<file path="config.mk">
export PLATFORM = sky130hd
export DESIGN_NAME = ttps_ctrl
export DESIGN_NICKNAME = d
export VERILOG_FILES = /design/src/ttps_pkg.sv /design/src/ttps_ctrl.sv
export SDC_FILE = /design/constraint.sdc
export NUM_CORES = 1
export LEC_CHECK = 0
export BUFFER_PORTS_ARGS = -buffer_cell sky130_fd_sc_hd__buf_2
export CORE_AREA = 5 5 42 44
export CTS_CLUSTER_DIAMETER = 30
export DETAILED_ROUTE_END_ITERATION = 10
export DIE_AREA = 0 0 47 49
export MAX_ROUTING_LAYER = met4
export SETUP_SLACK_MARGIN = 0.2
export SLEW_MARGIN = 5
export SYNTH_ARGS = -nofsm -noshare
export SYNTH_HDL_FRONTEND = slang
export SYNTH_SLANG_ARGS = --single-unit
</file>
<file path="constraint.sdc">
create_clock -name clk -period 1.3 [get_ports clk]
set_clock_uncertainty 0.15 [all_clocks]
set_input_delay 0.195 -clock clk [delete_from_list [all_inputs] [get_ports clk]]
set_output_delay 0.195 -clock clk [all_outputs]
set_load 0.01 [all_outputs]
</file>
<file path="src/ttps_pkg.sv">
// Package for the transposition table probe/store block.
// Field widths, bound kind and function codes, controller state and
// command/status structs. No dependencies.
package ttps_pkg;

  localparam int KEY_W   = 64;
  localparam int DEPTH_W = 7;
  localparam int SCORE_W = 16;
  localparam int BOUND_W = 2;

  localparam logic FUNC_PROBE = 1'b0;
  localparam logic FUNC_STORE = 1'b1;

  localparam logic [BOUND_W-1:0] KIND_EXACT = 2'd0;
  localparam logic [BOUND_W-1:0] KIND_ALPHA = 2'd1;
  localparam logic [BOUND_W-1:0] KIND_BETA  = 2'd2;

  typedef enum logic [1:0] {
    ST_CLEAR,
    ST_IDLE,
    ST_LOOK
  } state_t;

  typedef struct packed {
    logic clear;
    logic store;
    logic probe;
    logic load_out;
  } cmd_t;

  typedef struct packed {
    logic clear_done;
    logic out_free;
  } status_t;

endpackage

</file>
<file path="src/ttps_ctrl.sv">
// Controller FSM: clear pass after reset, request accept, probe lookup.
// Depends on ttps_pkg (state_t, cmd_t, status_t, function codes).
module ttps_ctrl (
  input  logic              clk,
  input  logic              rst,
  input  logic              in_valid,
  input  logic              in_func,
  output logic              in_ready,
  input  ttps_pkg::status_t status,
  output ttps_pkg::cmd_t    cmd
);

  ttps_pkg::state_t state, state_next;

  always_ff @(posedge clk) begin
    if (rst) begin
      state <= ttps_pkg::ST_CLEAR;
    end else begin
      state <= state_next;
    end
  end

  always_comb begin
    state_next = state;
    cmd        = '0;
    in_ready   = 1'b0;
    case (state)
      ttps_pkg::ST_CLEAR: begin
        cmd.clear = 1'b1;
        if (status.clear_done) begin
          state_next = ttps_pkg::ST_IDLE;
        end
      end
      ttps_pkg::ST_IDLE: begin
        in_ready = 1'b1;
        if (in_valid) begin
          if (in_func == ttps_pkg::FUNC_STORE) begin
            cmd.store = 1'b1;
          end else begin
            cmd.probe  = 1'b1;
            state_next = ttps_pkg::ST_LOOK;
          end
        end
      end
      ttps_pkg::ST_LOOK: begin
        if (status.out_free) begin
          cmd.load_out = 1'b1;
          state_next   = ttps_pkg::ST_IDLE;
        end
      end
      default: begin
        state_next = ttps_pkg::ST_CLEAR;
      end
    endcase
  end

endmodule

</file>
Word level (Yosys, flattened, before mapping)
Index checks and enable logic that the tools add are counted.
- input port bits: 6
- output and inout port bits: 5
- word-level logic and storage cells: 22
- bits in registers: 2
- reductions and logical operators: 2
- mux-type cells: 13
- equality and inequality tests: 6
- operators by type and width (operator ; number):
    $mux W2 ; 6
    $ne A2 B2 Y1 const B ; 4
    $mux W1 ; 6
    $pmux W2 S3 ; 1
    $reduce_and A4 Y1 ; 1
    $eq A2 B1 Y1 const B ; 1
    $eq A2 B2 Y1 const B ; 1
    $logic_not A2 Y1 ; 1

Depth between registers and ports, before layout
- depth after elaboration: 3
- mapped depth: 2
- mapped depth without buffers: 2

Least setup slack after synthesis
No wires, ideal clock.
- kind: reg-to-reg
- start point: reg state[1]
- end point: reg state[0]
- setup time: 0.117 ns
- slack: 0.165 ns
- buffers on the path: 0
- data required time: 1.033 ns
- arrival time: 0.867 ns
- clock period less this slack: 1.135 ns
- cell stages (with the launch flop): 3
- cell sequence: dfxtp_1 -> mux2_1 -> a32o_1
- longest elaborated chain between the ends: 3
- elaborated cells between the ends (all ways): 9
- classes of those cells: eq/ne: 6; mux: 1; reduce/logical: 2
- RTL lines (what ; RTL line ; text):
    start, declared ; ttps_ctrl.sv:13 ; ttps_pkg::state_t state, state_next;
    start signal, assigned ; ttps_ctrl.sv:17 ; state <= ttps_pkg::ST_CLEAR;
    start signal, assigned ; ttps_ctrl.sv:19 ; state <= state_next;
    $eq A2 B2 Y1 (tied with other cells) ; ttps_ctrl.sv:27 ; case (state)
    $ne A2 B2 Y1 (no line) ; n/a ;
    $reduce_and A4 Y1 (no line) ; n/a ;
Parallel ways exist; a longest one is shown, timed or not.
A chain may end at the register's enable or synchronous reset.

==> qor.yml <==
run_status:
  run_status: "finished, violations left"
  failed_checks: "negative setup slack"
logic_synthesis:
  netlist_area_pre_place_um2: 130
  post-synth-top-area-cell: "sky130_fd_sc_hd__dfxtp_1"
  post_synth_main_area_contributors: "sky130_fd_sc_hd__dfxtp_1 (31%), sky130_fd_sc_hd__and4bb_2 (9.6%), sky130_fd_sc_hd__mux2_1 (8.7%)"
  yosysSeqAreaShare_pct: 30.8
  post-synth-top-count-cell: "sky130_fd_sc_hd__nor2_1"
  synth_seq_cells: 2
  synth-edff-count: 0
  synth.cells.most_frequent: "sky130_fd_sc_hd__nor2_1 (3), sky130_fd_sc_hd__dfxtp_1 (2)"
  mappedNetlistNets: 21
  ys_dominant_reg_cell: "sky130_fd_sc_hd__dfxtp_1"
  synth_top_area_share_pct: 30.8
  synth_cell_type_count: 12
  async_reset_ff_share_pct: 0
  synth.yosys.warnings: 0
  avgSynthCellArea_um2: 8.68
  synthCells: 15
power_and_ir_drop:
  power.density_nw_per_um2: 987
  power.static_leakage_nw: 0.144
  total_power_uw: 295
  worst_ir_drop_vdd_mv: 0.154
clock_network:
  ctsHtreeMaxLevel: 1
  cts_hold_repair.buffers: 0
  worstSkewPairLatency_ps: 220
  cts.root.buffer_cell: "sky130_fd_sc_hd__clkbuf_4"
  clk_path_buf_depth: 2
  cts_inserted_buffers: 3
  worst_setup_hold_path_clk_slew_ps: 30
  cts_tree: "built"
  clock-sinks: 2
sta:
  fmax_ghz: 0.728
  min_period_over_period_pct: 106
  grt_setup_unrepaired: "yes"
  fin_worst_setup_slack_ps: -74.4
  report.final.slew_viol_count: 0
  finalSetupViolations: 3
  timing.final.crit_period_ps: 1370
  setup-tns-final_ps: -99.1
  final_hold_viol_count: 0
  worst-slew-pin-transition_ps: 153
  worst_slew_margin_rel_pct: 89.8
route:
  detailed_route_wire_length_um: 442
  drt_drc_violations_left: 0
  dr.pass1.iters: 2
  vias: 172
  initialDrtViolationCount: 4
  post_drt_wl_per_cell_um: 9.21
  route.antenna.remaining_nets: 0
  detailed_route_vias_per_instance: 3.58
critical_path:
  criticalPathCategory: "reg2out"
  cp.required_ps: 950
  worstSetupEndpointType: "primary output"
  crit_path_max_fanout: 3
  crit_path_start_kind: "flip-flop"
  critical_path_arrival_ps: 1030
floorplanning:
  initial_utilization_pct: 9.29
  design.die.area_um2: 2300
  ios: 11
  placementRows: 14
  dieWidth_um: 47
  core_area_um2: 1400
  die_height_um: 49
grt:
  groute.layer.met1.usage_pct: 3.94
  grt_start_max_net_pins: 5
  first_global_vias: 185
  grt_busiest_layer: "met2"
  grt_util_all_layers_pct: 5.26
  met2_usage_pct: 7.01
  grt.met3_usage_pct: 5.54
  initial_antenna_violation_count: 0
  global_route_wire_length_before_repair_um: 731
  globalRoute.totalOverflow: 0
final_layout:
  largest-register: "state"
  largest_register_ffs: 2
  register_area_um2: 41.3
  area_growth_syn_to_layout_pct: 130
  finish.net_count: 40
  reg_top3: "state (2)"
  final.fill_count: 170
  n_antenna_cell: 0
  layout_cells_sized_above_1_pct: 71.9
  area_occupied_by_multi_input_gates_um2: 103
place:
  io_buffers: 10
  gp_weighted_congestion: 0.670
flow_run:
  cap_viol_max_count: 0
worst_hold_path:
  type_of_the_most_critical_hold_path: "in2reg"
critical path: stages (launching register included):
cell,delay [ps]
sky130_fd_sc_hd__dfxtp_2,310
sky130_fd_sc_hd__and2b_4,240
sky130_fd_sc_hd__and3_4,160
sky130_fd_sc_hd__buf_6,90
through the flow:
step	cells	instance area, um2	util, %	hold slack, ps	setup WS (ps)
global route	48	299	21.3	108	-120
floorplan	15	136	-	200	193
CTS	48	282	20.1	79.5	-71.5
finish	48	299	21.3	85.2	-74.4
detailed placement	42	214	15.3	314	111
global placement	42	214	15.3	315	112
cell families (layout without fill, tap and decap cells):
group / count (synthesis) / in the layout / synth area share, %
AOI/OAI and AO/OA: 2 / 2 / 13.5
buffers and inverters: 1 / 18 / 2.88
DFF: 2 / 2 / 30.8
and+or+nand+nor: 9 / 9 / 44.2
muxes: 1 / 1 / 8.65
report_power, final:
group	leakage (nW)	internal (mW)	switching [mW]
Combinational	0.114	0.0554	0.0328
Clock	0.0138	0.102	0.0348
Sequential	0.0169	0.0668	0.00357
Total	0.144	0.224	0.0712
cell usage in the layout, fill, tap and decap left out:
cell                       Yosys  final
sky130_fd_sc_hd__buf_2         0      6
sky130_fd_sc_hd__buf_6         0      5
sky130_fd_sc_hd__clkbuf_4      0      3
sky130_fd_sc_hd__buf_4         0      3
sky130_fd_sc_hd__nor2_1        3      2
sky130_fd_sc_hd__and2b_4       1      1
sky130_fd_sc_hd__nor2_4        0      1
sky130_fd_sc_hd__and3_4        0      1
sky130_fd_sc_hd__nand2_1       1      1
sky130_fd_sc_hd__nor3b_1       1      1
sky130_fd_sc_hd__and4bb_2      1      1
sky130_fd_sc_hd__inv_1         1      1
sky130_fd_sc_hd__o21a_1        1      1
sky130_fd_sc_hd__nand2b_1      1      1
sky130_fd_sc_hd__mux2_4        0      1
sky130_fd_sc_hd__a32o_1        1      1
sky130_fd_sc_hd__dfxtp_1       2      1
sky130_fd_sc_hd__dfxtp_2       0      1
what timing repair did:
action | 4_1_cts | 5_1_grt
buffers inserted | 3 | 0
endpoints found under the setup margin | 6 | 7
gates resized for setup | 4 | 4
pin swaps | 3 | 0
final cells by class:
cell class,instances,share of cell area [%]
Timing Repair Buffer,14,36.4
Multi-Input combinational cell,12,34.3
Sequential cell,2,13.8
Clock buffer,3,7.53
Tap cell,16,6.69
Inverter,1,1.26
path summary, 6_finish.rpt:
kind                               from               endpoint  slack, ps  depth (start not counted)
setup / recovery  state[1]$_SDFFE_PP0P_                 cmd[2]        -70                          3
hold / removal                      rst  state[1]$_SDFFE_PP0P_         90                          3
setup reg to reg  state[1]$_SDFFE_PP0P_  state[0]$_SDFFE_PP0P_         80                          3
hold reg to reg   state[0]$_SDFFE_PP0P_  state[0]$_SDFFE_PP0P_        570                          3
layer usage:
layer	vias to the layer above	routed length, um
li1	88	-
met1	79	145
met2	5	244
met3	0	51
met4	0	0
met5	-	0
No activity file was read; power rests on OpenSTA's default activity.
